[src/lvw_pkg.sv]
// Shared constants and types for the 3D voxel line walker.
`timescale 1ns / 1ps

package lvw_pkg;

    localparam int COORD_BITS_DEF = 16;
    localparam int MAX_OFFSET_DEF = 63;

    localparam int AXES      = 3;
    localparam int FIELD_W   = 16;
    localparam int OFF_W     = 7;
    localparam int S_DATA_W  = 72;
    localparam int M_DATA_W  = 48;

    localparam logic [1:0] AXIS_X = 2'd0;
    localparam logic [1:0] AXIS_Y = 2'd1;
    localparam logic [1:0] AXIS_Z = 2'd2;

    // Direction and driving-axis selection for one line.
    typedef struct packed {
        logic [AXES-1:0] neg;
        logic [1:0]      maj;
    } lvw_ctrl_t;

endpackage

[src/lvw_setup.sv]
// Line setup: offset clamp, magnitudes, driving axis and initial error terms.
`timescale 1ns / 1ps

module lvw_setup #(
    parameter int MAX_OFFSET = lvw_pkg::MAX_OFFSET_DEF,
    parameter int OFF_BITS   = $clog2(MAX_OFFSET + 1),
    parameter int ERR_W      = OFF_BITS + 3
) (
    input  logic [lvw_pkg::OFF_W-1:0]    offset [lvw_pkg::AXES],
    output logic [OFF_BITS-1:0]          mag    [lvw_pkg::AXES],
    output logic signed [ERR_W-1:0]      err    [lvw_pkg::AXES],
    output logic [OFF_BITS-1:0]          len,
    output lvw_pkg::lvw_ctrl_t           ctrl
);

    localparam int OW = lvw_pkg::OFF_W;

    logic [OW-1:0] abs_off [lvw_pkg::AXES];

    always_comb begin
        for (int i = 0; i < lvw_pkg::AXES; i++) begin
            ctrl.neg[i] = offset[i][OW-1];
            abs_off[i]  = offset[i][OW-1] ? OW'(-offset[i]) : offset[i];
            // saturate out-of-range offsets, the most negative code included
            if (abs_off[i] > OW'(MAX_OFFSET)) begin
                mag[i] = OFF_BITS'(MAX_OFFSET);
            end else begin
                mag[i] = abs_off[i][OFF_BITS-1:0];
            end
        end

        if (mag[0] > mag[1] && mag[0] > mag[2]) begin
            ctrl.maj = lvw_pkg::AXIS_X;
            len      = mag[0];
        end else if (mag[1] >= mag[0] && mag[1] >= mag[2]) begin
            ctrl.maj = lvw_pkg::AXIS_Y;
            len      = mag[1];
        end else begin
            ctrl.maj = lvw_pkg::AXIS_Z;
            len      = mag[2];
        end

        for (int i = 0; i < lvw_pkg::AXES; i++) begin
            err[i] = signed'(ERR_W'({mag[i], 1'b0})) - signed'(ERR_W'(len));
        end
    end

endmodule

[src/lvw_step.sv]
// Shared step unit: one step; moves each axis that fires, updates all error terms.
`timescale 1ns / 1ps

module lvw_step #(
    parameter int COORD_BITS = lvw_pkg::COORD_BITS_DEF,
    parameter int OFF_BITS   = 6,
    parameter int ERR_W      = OFF_BITS + 3
) (
    input  logic [COORD_BITS-1:0]        pos      [lvw_pkg::AXES],
    input  logic signed [ERR_W-1:0]      err      [lvw_pkg::AXES],
    input  logic [OFF_BITS-1:0]          mag      [lvw_pkg::AXES],
    input  logic [OFF_BITS-1:0]          len,
    input  lvw_pkg::lvw_ctrl_t           ctrl,
    output logic [COORD_BITS-1:0]        pos_next [lvw_pkg::AXES],
    output logic signed [ERR_W-1:0]      err_next [lvw_pkg::AXES]
);

    logic signed [ERR_W-1:0] two_l;
    logic signed [ERR_W-1:0] two_d [lvw_pkg::AXES];
    logic [lvw_pkg::AXES-1:0] fire;
    logic [lvw_pkg::AXES-1:0] err_ge;

    always_comb begin
        two_l = signed'(ERR_W'({len, 1'b0}));
        for (int i = 0; i < lvw_pkg::AXES; i++) begin
            two_d[i]  = signed'(ERR_W'({mag[i], 1'b0}));
            err_ge[i] = !err[i][ERR_W-1];
            // driving axis always moves; a minor axis moves on a non-negative error
            fire[i]   = (ctrl.maj == 2'(i)) || err_ge[i];
            if (!fire[i]) begin
                pos_next[i] = pos[i];
            end else if (ctrl.neg[i]) begin
                pos_next[i] = pos[i] - COORD_BITS'(1);
            end else begin
                pos_next[i] = pos[i] + COORD_BITS'(1);
            end
            err_next[i] = (err_ge[i] ? err[i] - two_l : err[i]) + two_d[i];
        end
    end

endmodule

[src/line_voxel_walk_3d.sv]
// Top level of the 3D voxel line walker: request handshake, sequencer, output register.
//
//   channel   dir  fields (low bit up)
//   s_axis    in   tdata: start_x, start_y, start_z, offset_x, offset_y, offset_z, 3 pad bits
//   m_axis    out  tdata: voxel_x, voxel_y, voxel_z; tlast: is_last
//
// A request is accepted in idle and set up in the setup state, then the shared step unit takes
// one step per voxel, L voxels for a driving-axis length L (0 to MAX_OFFSET).
// A zero-length request produces no output and returns from setup to idle.
// s_axis_tready is high only while the sequencer is idle; a stalled m_axis holds the walk.
// aresetn is synchronous and clears the sequencer and output valid only.
`timescale 1ns / 1ps

module line_voxel_walk_3d #(
    parameter int COORD_BITS = lvw_pkg::COORD_BITS_DEF,
    parameter int MAX_OFFSET = lvw_pkg::MAX_OFFSET_DEF
) (
    input  logic                           aclk,
    input  logic                           aresetn,
    input  logic                           s_axis_tvalid,
    output logic                           s_axis_tready,
    // start_x[15:0], start_y[31:16], start_z[47:32],
    // offset_x[54:48], offset_y[61:55], offset_z[68:62], zero pad [71:69]
    input  logic [lvw_pkg::S_DATA_W-1:0]   s_axis_tdata,
    output logic                           m_axis_tvalid,
    input  logic                           m_axis_tready,
    // voxel_x[15:0], voxel_y[31:16], voxel_z[47:32]
    output logic [lvw_pkg::M_DATA_W-1:0]   m_axis_tdata,
    output logic                           m_axis_tlast
);

    localparam int FW       = lvw_pkg::FIELD_W;
    localparam int OW       = lvw_pkg::OFF_W;
    localparam int AX       = lvw_pkg::AXES;
    localparam int OFF_BITS = $clog2(MAX_OFFSET + 1);
    localparam int ERR_W    = OFF_BITS + 3;
    localparam int EXT_W    = (COORD_BITS > FW) ? COORD_BITS : FW;

    localparam logic [1:0] ST_IDLE  = 2'd0;
    localparam logic [1:0] ST_SETUP = 2'd1;
    localparam logic [1:0] ST_WALK  = 2'd2;

    logic [1:0]                state_reg, state_next;
    logic [COORD_BITS-1:0]     pos_reg  [AX];
    logic [OW-1:0]             off_reg  [AX];
    logic signed [ERR_W-1:0]   err_reg  [AX];
    logic [OFF_BITS-1:0]       mag_reg  [AX];
    logic [OFF_BITS-1:0]       len_reg;
    logic [OFF_BITS-1:0]       cnt_reg;
    lvw_pkg::lvw_ctrl_t        ctrl_reg;
    logic                      m_valid_reg;
    logic                      m_last_reg;
    logic [FW-1:0]             m_vox_reg [AX];

    logic [OFF_BITS-1:0]       su_mag [AX];
    logic signed [ERR_W-1:0]   su_err [AX];
    logic [OFF_BITS-1:0]       su_len;
    lvw_pkg::lvw_ctrl_t        su_ctrl;
    logic [COORD_BITS-1:0]     st_pos [AX];
    logic signed [ERR_W-1:0]   st_err [AX];

    logic [FW-1:0]             in_start [AX];
    logic [OW-1:0]             in_off   [AX];
    logic                      s_fire;
    logic                      step_fire;
    logic                      last_step;

    function automatic logic [FW-1:0] coord_to_field(input logic [COORD_BITS-1:0] c);
        logic signed [EXT_W-1:0] ext;
        ext = EXT_W'(signed'(c));
        return ext[FW-1:0];
    endfunction

    function automatic logic [COORD_BITS-1:0] field_to_coord(input logic [FW-1:0] f);
        logic signed [EXT_W-1:0] ext;
        ext = EXT_W'(signed'(f));
        return ext[COORD_BITS-1:0];
    endfunction

    always_comb begin
        for (int i = 0; i < AX; i++) begin
            in_start[i] = s_axis_tdata[i*FW +: FW];
            in_off[i]   = s_axis_tdata[AX*FW + i*OW +: OW];
        end
    end

    lvw_setup #(
        .MAX_OFFSET (MAX_OFFSET),
        .OFF_BITS   (OFF_BITS),
        .ERR_W      (ERR_W)
    ) u_setup (
        .offset (off_reg),
        .mag    (su_mag),
        .err    (su_err),
        .len    (su_len),
        .ctrl   (su_ctrl)
    );

    lvw_step #(
        .COORD_BITS (COORD_BITS),
        .OFF_BITS   (OFF_BITS),
        .ERR_W      (ERR_W)
    ) u_step (
        .pos      (pos_reg),
        .err      (err_reg),
        .mag      (mag_reg),
        .len      (len_reg),
        .ctrl     (ctrl_reg),
        .pos_next (st_pos),
        .err_next (st_err)
    );

    assign s_axis_tready = (state_reg == ST_IDLE);
    assign s_fire        = s_axis_tvalid && s_axis_tready;
    // advance only when the output register is free or being drained
    assign step_fire     = (state_reg == ST_WALK) && (!m_valid_reg || m_axis_tready);
    assign last_step     = (cnt_reg == OFF_BITS'(1));

    always_comb begin
        state_next = state_reg;
        unique case (state_reg)
            ST_IDLE: begin
                if (s_fire) begin
                    state_next = ST_SETUP;
                end
            end
            ST_SETUP: begin
                state_next = (su_len == '0) ? ST_IDLE : ST_WALK;
            end
            ST_WALK: begin
                if (step_fire && last_step) begin
                    state_next = ST_IDLE;
                end
            end
            default: begin
                state_next = ST_IDLE;
            end
        endcase
    end

    always_ff @(posedge aclk) begin
        if (!aresetn) begin
            state_reg   <= ST_IDLE;
            m_valid_reg <= 1'b0;
        end else begin
            state_reg <= state_next;
            if (step_fire) begin
                m_valid_reg <= 1'b1;
            end else if (m_axis_tready) begin
                m_valid_reg <= 1'b0;
            end
        end
    end

    always_ff @(posedge aclk) begin
        if (s_fire) begin
            for (int i = 0; i < AX; i++) begin
                pos_reg[i] <= field_to_coord(in_start[i]);
                off_reg[i] <= in_off[i];
            end
        end else if (step_fire) begin
            for (int i = 0; i < AX; i++) begin
                pos_reg[i] <= st_pos[i];
            end
        end

        if (state_reg == ST_SETUP) begin
            for (int i = 0; i < AX; i++) begin
                err_reg[i] <= su_err[i];
                mag_reg[i] <= su_mag[i];
            end
            len_reg  <= su_len;
            cnt_reg  <= su_len;
            ctrl_reg <= su_ctrl;
        end else if (step_fire) begin
            for (int i = 0; i < AX; i++) begin
                err_reg[i] <= st_err[i];
            end
            cnt_reg <= cnt_reg - OFF_BITS'(1);
        end

        if (step_fire) begin
            for (int i = 0; i < AX; i++) begin
                m_vox_reg[i] <= coord_to_field(st_pos[i]);
            end
            m_last_reg <= last_step;
        end
    end

    assign m_axis_tvalid = m_valid_reg;
    assign m_axis_tlast  = m_last_reg;
    assign m_axis_tdata  = {m_vox_reg[2], m_vox_reg[1], m_vox_reg[0]};

    // the walk never runs with an exhausted step count
    a_walk_count: assert property (@(posedge aclk) disable iff (!aresetn)
        state_reg == ST_WALK |-> cnt_reg != '0)
        else $error("walk state with zero remaining steps");

    // the final step hands the block back to idle with tlast set
    a_last_idle: assert property (@(posedge aclk) disable iff (!aresetn)
        (step_fire && last_step) |=> state_reg == ST_IDLE && m_axis_tlast)
        else $error("final step did not end the walk");

    // setup never emits a voxel
    a_setup_quiet: assert property (@(posedge aclk) disable iff (!aresetn)
        state_reg == ST_SETUP |=> !$rose(m_axis_tvalid))
        else $error("output produced during setup");

    // an accepted request moves the block to setup, with no step taken there
    a_accept_idle: assert property (@(posedge aclk) disable iff (!aresetn)
        s_fire |=> state_reg == ST_SETUP && !step_fire)
        else $error("request accepted outside idle");

endmodule

[config.mk]
export PLATFORM = sky130hd
export DESIGN_NAME = line_voxel_walk_3d
export DESIGN_NICKNAME = d
export VERILOG_FILES = /design/src/lvw_pkg.sv /design/src/lvw_setup.sv /design/src/lvw_step.sv /design/src/line_voxel_walk_3d.sv
export SDC_FILE = /design/constraint.sdc
export NUM_CORES = 1
export LEC_CHECK = 0
export ABC_AREA = 1
export BUFFER_PORTS_ARGS = -buffer_cell sky130_fd_sc_hd__buf_2
export CORE_ASPECT_RATIO = 0.5
export CORE_UTILIZATION = 35
export CTS_CLUSTER_DIAMETER = 60
export DETAILED_ROUTE_END_ITERATION = 10
export PLACE_DENSITY_LB_ADDON = 0.08
export SETUP_SLACK_MARGIN = 0.3
export SKIP_LAST_GASP = 1
export SYNTH_ARGS = -nofsm -noshare
export SYNTH_HDL_FRONTEND = slang
export SYNTH_SLANG_ARGS = --single-unit
[constraint.sdc]
create_clock -name aclk -period 9.8 [get_ports aclk]
set_clock_uncertainty 0.1 [all_clocks]
set_input_delay 0 -clock aclk [delete_from_list [all_inputs] [get_ports aclk]]
set_output_delay 0 -clock aclk [all_outputs]
set_load 0.01 [all_outputs]
==> results of run 1 <==
-- logic make-up after synthesis --
group,synth area share [%]
DFF,43.9
adders and majority gates,11.8
AOI/OAI and AO/OA,10.2
xor gates and xnor gates,4.36
and+or+nand+nor,23.8
buffers and inverters,6.00
-- placed cells by master (no fill, tap or decap), types with 9 or more instances in the layout --
| cell type | count |
|---|---|
| nor2_1 | 126 |
| a21oi_1 | 67 |
| edfxtp_1 | 177 |
| nand2_2 | 9 |
| ha_1 | 101 |
| xor2_1 | 31 |
| o31ai_1 | 12 |
| dlygate4sd3_1 | 72 |
| fa_1 | 9 |
| o21bai_1 | 9 |
| nand2_1 | 425 |
| inv_1 | 152 |
| nand3_1 | 82 |
| buf_2 | 123 |
| o21ai_0 | 105 |
| clkbuf_16 | 17 |
| buf_4 | 10 |
| xnor2_1 | 30 |
-- critical path, delay by kind of cell, from the launching register on --
kind | cells | cell delay (ns)
AO/OA/AOI/OAI | 7 | 1.33
adder cells (fa/ha/maj) | 2 | 0.68
buffers and inverters | 4 | 0.74
flip-flops | 1 | 0.60
AND/OR/NAND/NOR | 11 | 1.19
-- where the power goes --
group | total, uW | internal (uW) | leakage [uW] | switching, uW
sequential | 1120 | 1050 | 0.00170 | 69.6
clock | 696 | 360 | 0.000277 | 336
combinational | 1390 | 519 | 0.00480 | 867
total | 3200 | 1930 | 0.00677 | 1270
-- final cells by class --
type	count	area (um^2)	area share, %
multi-input combinational	1079	6160	41.9
inverter	161	614	4.18
clock buffer	18	429	2.92
sequential	180	5380	36.5
timing repair buffer	205	1410	9.59
clock inverter	14	143	0.969
tap	465	582	3.95
-- per-layer routing --
metal / up-vias / global-route usage (%) / wire length (um)
met5: - / 0 / 0
met4: 0 / 4.92 / 412
met3: 32 / 3.01 / 1150
met2: 157 / 29.6 / 14000
met1: 4661 / 23.3 / 14800
li1: 5227 / - / -
-- Yosys cell counts (3+ instances only) --
cell type | number | area (um^2)
fa_1 | 9 | 180
nand3_1 | 82 | 410
clkbuf_1 | 24 | 90.1
dfxtp_1 | 3 | 60.1
nor3_1 | 5 | 25.0
a31oi_1 | 7 | 43.8
xnor2_1 | 30 | 263
nor2_1 | 127 | 477
o21a_1 | 6 | 45.0
edfxtp_1 | 177 | 5320
nand2_2 | 7 | 43.8
o31ai_1 | 12 | 90.1
nor2_2 | 5 | 31.3
a21oi_1 | 70 | 350
o21bai_1 | 9 | 67.6
xor2_1 | 31 | 272
or2_2 | 3 | 18.8
ha_1 | 101 | 1260
buf_2 | 3 | 15.0
a211oi_1 | 6 | 45.0
inv_1 | 154 | 578
inv_2 | 5 | 18.8
nand2_1 | 427 | 1600
nand3_2 | 8 | 80.1
o21ai_0 | 105 | 526
nor2_4 | 4 | 45.0
nand2_4 | 8 | 90.1
-- metrics by stage --
stage                     total power, uW  util [%]
after detailed placement             2510      39.8
after floorplan                      2170         -
after global routing                 3490      43.6
after CTS                            3240      43.6
final                                3200      43.6
after global placement               2470      39.8
-- how the worst min path moves through the flow --
stage	to	slack, ns	depth (start not counted)
2_1_floorplan	off_reg[0]$_DFFE_PP_	-0.001	0
3_3_place_gp	off_reg[20]$_DFFE_PP_	0.08	1
3_5_place_dp	off_reg[10]$_DFFE_PP_	0.08	1
4_1_cts	state_reg[0]$_SDFFE_PN0P_	0.09	4
5_1_grt	off_reg[10]$_DFFE_PP_	0.14	2
6_report	state_reg[0]$_SDFFE_PN0P_	0.11	4
==> flow_summary.yaml, run 1 <==
timing:
  achievable-frequency_ghz: 0.204
  fin_ws_ns: 4.89
  worst_slew_margin_rel_pct: 23.1
  finalHoldViolations: 0
  slew_viol_final: 0
  finalWorstPathRequiredPeriod_ns: 4.91
  final.hold.worst_slack_ns: 0.112
  setup_violations: 0
  timing.final.crit_share_pct: 50.1
  setup_repair_after_global_routing_missed_its_margin: "no"
  worst_slew_pin_slew_ns: 1.14
  fin_setup_tns_ns: 0
global_route:
  grt_pass1_vias: 9919
  overflow: 0
  grt_antenna_before_repair: 0
  track_usage_pct: 17.6
  grt_start_max_net_pins: 64
  global_route_wire_length_before_repair_um: 49400
final_layout:
  layout_fillers: 3385
  post_route_cells_drive_above_1_share_pct: 13.3
  nNetsFinal: 1830
  layout-area-overhead-vs-synth_pct: 20.2
  finalInstanceArea_mm2: 0.0147
  final-instance-count-excl-fill: 2122
  antenna-diode-count: 0
critical_path:
  timing_worst_setup_path_type: "reg -> reg"
  worstSetupEndpoint: "err_reg[24]$_DFFE_PP_"
  worst_r2r_startpoint: "off_reg[6]$_DFFE_PP_"
  worst_path_largest_cell_delay_ns: 0.60
  cp.required_ns: 9.90
  timing.critical_path.cells: "inv_1, nor2_1, o21ai_0, inv_1, ha_1, a21boi_0, o21ai_0, nand2_1, a21oi_1, o21ai_0, nand2_1, o21bai_2, nand2_4, nand2_2, nor2_1, nor2_1, inv_1, ha_1, inv_1, o21bai_1, nor2_1, nand3_1, nand3_1, nand2_1"
  timing.critical_path.from_type: "flip-flop"
  reg2reg_to: "err_reg[24]$_DFFE_PP_"
  critPathCaptureType: "flip-flop"
  critPathArrivalTime_ns: 5.01
  reg2reg_setup_slack_ns: 4.89
  crit_path_start: "off_reg[6]$_DFFE_PP_"
  ff2ff_path_depth: 24
  critPathSlowestCell: "edfxtp_1"
  critical_path.max_fanout: 9
clock_network:
  cts.sink_count: 180
  post_cts_resized: 0
  ctsHtreeMaxLevel: 4
  cts.reportedPaths.clkPinSlew_ns: 0.08
  number_of_cts_inserted_buffers: 17
  cts.path.max_buffers: 2
  cts-root-buf: "clkbuf_16"
  holdBufCountCts: 72
  worst_skew_pair.late_latency_ns: 0.46
  number_of_buffers_inserted_to_repair_setup_after_cts: 0
  cts_tree: "done"
placement:
  placed_cells: 2018
  post_dp_cell_area_mm2: 0.0134
  dp_hpwl_um: 21900
  numPortBuffers: 123
  pre_cts_slack_ns: 4.93
  gpl_congestion: 0.916
floorplanning:
  floorplan.core_area_mm2: 0.0338
  num_rows: 47
  start_util_pct: 36.3
  die_extent_in_x_um: 267
  fp.dieArea_mm2: 0.0358
  io_pins: 127
  floorplan.die.height_um: 134
detailed_routing:
  drtAntennaViolNets: 0
  vias: 10100
  drc: 0
  drt_pass1_iterations: 5
  drt_wirelength_um: 30400
  initialDrtViolationCount: 489
  wl_per_cell_um: 14.3
  vias_per_cell: 4.75
synthesis:
  seq_area_frac_synth_pct: 43.9
  yosys_register_bits: 180
  synth.yosys.warnings: 0
  mappedNetlistNets: 1636
  synthesis.instances: 1450
  synth-edff-count: 177
  ys.flop_type: "edfxtp_1"
  cell_variety_after_synth: 43
  syn-cell-area_mm2: 0.0122
  postSynth.asyncResetShare_pct: 0
  syn_area_per_cell_um2: 8.44
run:
  max_cap_viol_count: 0
power_and_ir_drop:
  cell_pwr_density_mw_per_mm2: 218
  power.static_leakage_uw: 0.00677
  vdd_ir_drop_max_v: 0.000121
min_path:
  worst_hold_startpoint: "s_axis_tvalid"
  worst_hold_path_type: "in -> reg"
run_status:
  status: "finished clean"
No activity file was read; power rests on OpenSTA's default activity.
==> run 2: changes to the inputs <==
==> constraint.sdc (replaced) <==
create_clock -name aclk -period 4.7 [get_ports aclk]
set_clock_uncertainty 0.1 [all_clocks]
set_input_delay 0 -clock aclk [delete_from_list [all_inputs] [get_ports aclk]]
set_output_delay 0 -clock aclk [all_outputs]
set_load 0.01 [all_outputs]
==> flow_summary.yaml, run 2 (synthesized netlist as in run 1, its figures left out) <==
floorplanning:
  floorplan.die.height_um: 134
  die_extent_in_x_um: 267
  floorplan.core_area_mm2: 0.0338
  fp.dieArea_mm2: 0.0358
  num_rows: 47
  start_util_pct: 36.3
  io_pins: 127
placement:
  post_dp_cell_area_mm2: 0.0135
  numPortBuffers: 123
  gpl_congestion: 0.862
  dp_hpwl_um: 22900
  pre_cts_slack_ns: 0.323
timing:
  worst_slew_margin_rel_pct: 35.6
  setup_violations: 0
  setup_repair_after_global_routing_missed_its_margin: "no"
  worst_slew_pin_slew_ns: 0.964
  fin_ws_ns: 0.673
  slew_viol_final: 0
  finalHoldViolations: 0
  fin_setup_tns_ns: 0
  finalWorstPathRequiredPeriod_ns: 4.03
  timing.final.crit_share_pct: 85.7
  achievable-frequency_ghz: 0.248
final_layout:
  antenna-diode-count: 0
  post_route_cells_drive_above_1_share_pct: 15.0
  final_cell_mix: "nand2_1, edfxtp_1, inv_1"
  nNetsFinal: 1851
  layout_fillers: 3366
  multiInputGateArea_mm2: 0.00622
  most_frequent_standard_cell_in_the_layout_excluding_fill_and_tap_cells: "nand2_1"
  finalInstanceArea_mm2: 0.0149
  layout-area-overhead-vs-synth_pct: 21.8
  register_cell_area_after_layout_mm2: 0.00538
detailed_routing:
  wl_per_cell_um: 14.7
  drtAntennaViolNets: 0
  drt_pass1_iterations: 7
  vias: 10100
  vias_per_cell: 4.71
  drt_wirelength_um: 31400
  initialDrtViolationCount: 489
  drc: 0
critical_path:
  reg2reg_setup_slack_ns: 0.67
  reg2reg_to: "err_reg[24]$_DFFE_PP_"
  critPathCaptureType: "flip-flop"
  timing.critical_path.from_type: "flip-flop"
  worst_path_largest_cell_delay_ns: 0.38
  worst_r2r_startpoint: "off_reg[0]$_DFFE_PP_"
  critical_path.max_fanout: 6
  path_delay_family: "simple AND/OR/NAND/NOR gates"
  critPathSlowestCell: "edfxtp_1"
  critical-path-top-cell-by-count: "nand2_1"
  critPathBufInv: 7
  ff2ff_path_depth: 31
  cp.required_ns: 4.79
  crit_path_start: "off_reg[0]$_DFFE_PP_"
  critPathArrivalTime_ns: 4.12
  timing_worst_setup_path_type: "reg -> reg"
  worstSetupEndpoint: "err_reg[24]$_DFFE_PP_"
  worstSetupPathDepth: 31
power_and_ir_drop:
  vdd_ir_drop_max_v: 0.000167
  cell_pwr_density_mw_per_mm2: 453
  fin_total_pwr_uw: 6760
  power.static_leakage_uw: 0.00687
global_route:
  global_route_wire_length_before_repair_um: 50100
  grt_start_max_net_pins: 51
  grt_use_met3_pct: 4.02
  track_usage_pct: 18.0
  grt.met1_usage_pct: 23.6
  overflow: 0
  grt_antenna_before_repair: 0
  gr-usage-met2_pct: 30.7
  grt_pass1_vias: 9734
  gr-max-usage-layer: "met2"
run_status:
  status: "finished clean"
run:
  max_cap_viol_count: 0
clock_network:
  worst_skew_pair.late_latency_ns: 0.45
  number_of_cts_inserted_buffers: 17
  cts.reportedPaths.clkPinSlew_ns: 0.07
  cts.path.max_buffers: 2
  cts-root-buf: "clkbuf_16"
  cts.sink_count: 180
  ctsHtreeMaxLevel: 4
  cts_tree: "done"
min_path:
  worst_hold_startpoint: "s_axis_tdata[49]"
  worst_hold_path_type: "in -> reg"
## run 2: cell types whose count changed in the layout (fill, tap and decap cells not counted), moves of 4 or more
cell / delta
inv_8: -4
buf_4: +20
nor2_1: -5
nor2_2: +4
inv_6: -4
## run 2: area by class of cell
class,instances,share of cell area (%)
clock buffers,20,2.93
inverters,161,4.12
repair buffers,226,10.5
clock inverters,10,0.747
well taps,465,3.90
flip-flops and latches,180,36.0
multi-input cells,1079,41.7
## run 2: routing by layer
layer / wire length [um] / up-vias
met3: 1230 / 16
met5: 0 / -
met4: 270 / 0
met2: 14700 / 168
li1: - / 5272
met1: 15300 / 4620
## run 2: how the worst min path moves through the flow
stage	cells past startpoint	slack, ns	end
global route	2	0.13	off_reg[20]$_DFFE_PP_
detailed placement	1	0.08	off_reg[20]$_DFFE_PP_
global placement	1	0.08	off_reg[16]$_DFFE_PP_
CTS	2	0.13	off_reg[10]$_DFFE_PP_
finish	2	0.15	off_reg[15]$_DFFE_PP_
floorplan	0	-0.001	off_reg[0]$_DFFE_PP_
## run 2: per-stage QoR
step	hold slack (ns)	util (%)	instances
global route	0.134	44.2	2141
CTS	0.132	43.7	2129
finish	0.154	44.2	2141
global placement	0.0783	39.9	2026
detailed placement	0.0781	39.9	2026
floorplan	-0.00113	-	1450
## run 2: where the power goes
| part | switching (uW) | internal (uW) |
|---|---|---|
| Combinational | 1870 | 1140 |
| Sequential | 144 | 2190 |
| Clock | 639 | 774 |
## run 2: what timing repair did
item,in CTS,in global routing
hold buffers,73,0
endpoints found under the setup margin,1,18
setup buffers,0,12
pin swaps,0,5
gates resized for setup,1,23
hold endpoints to repair,72,0
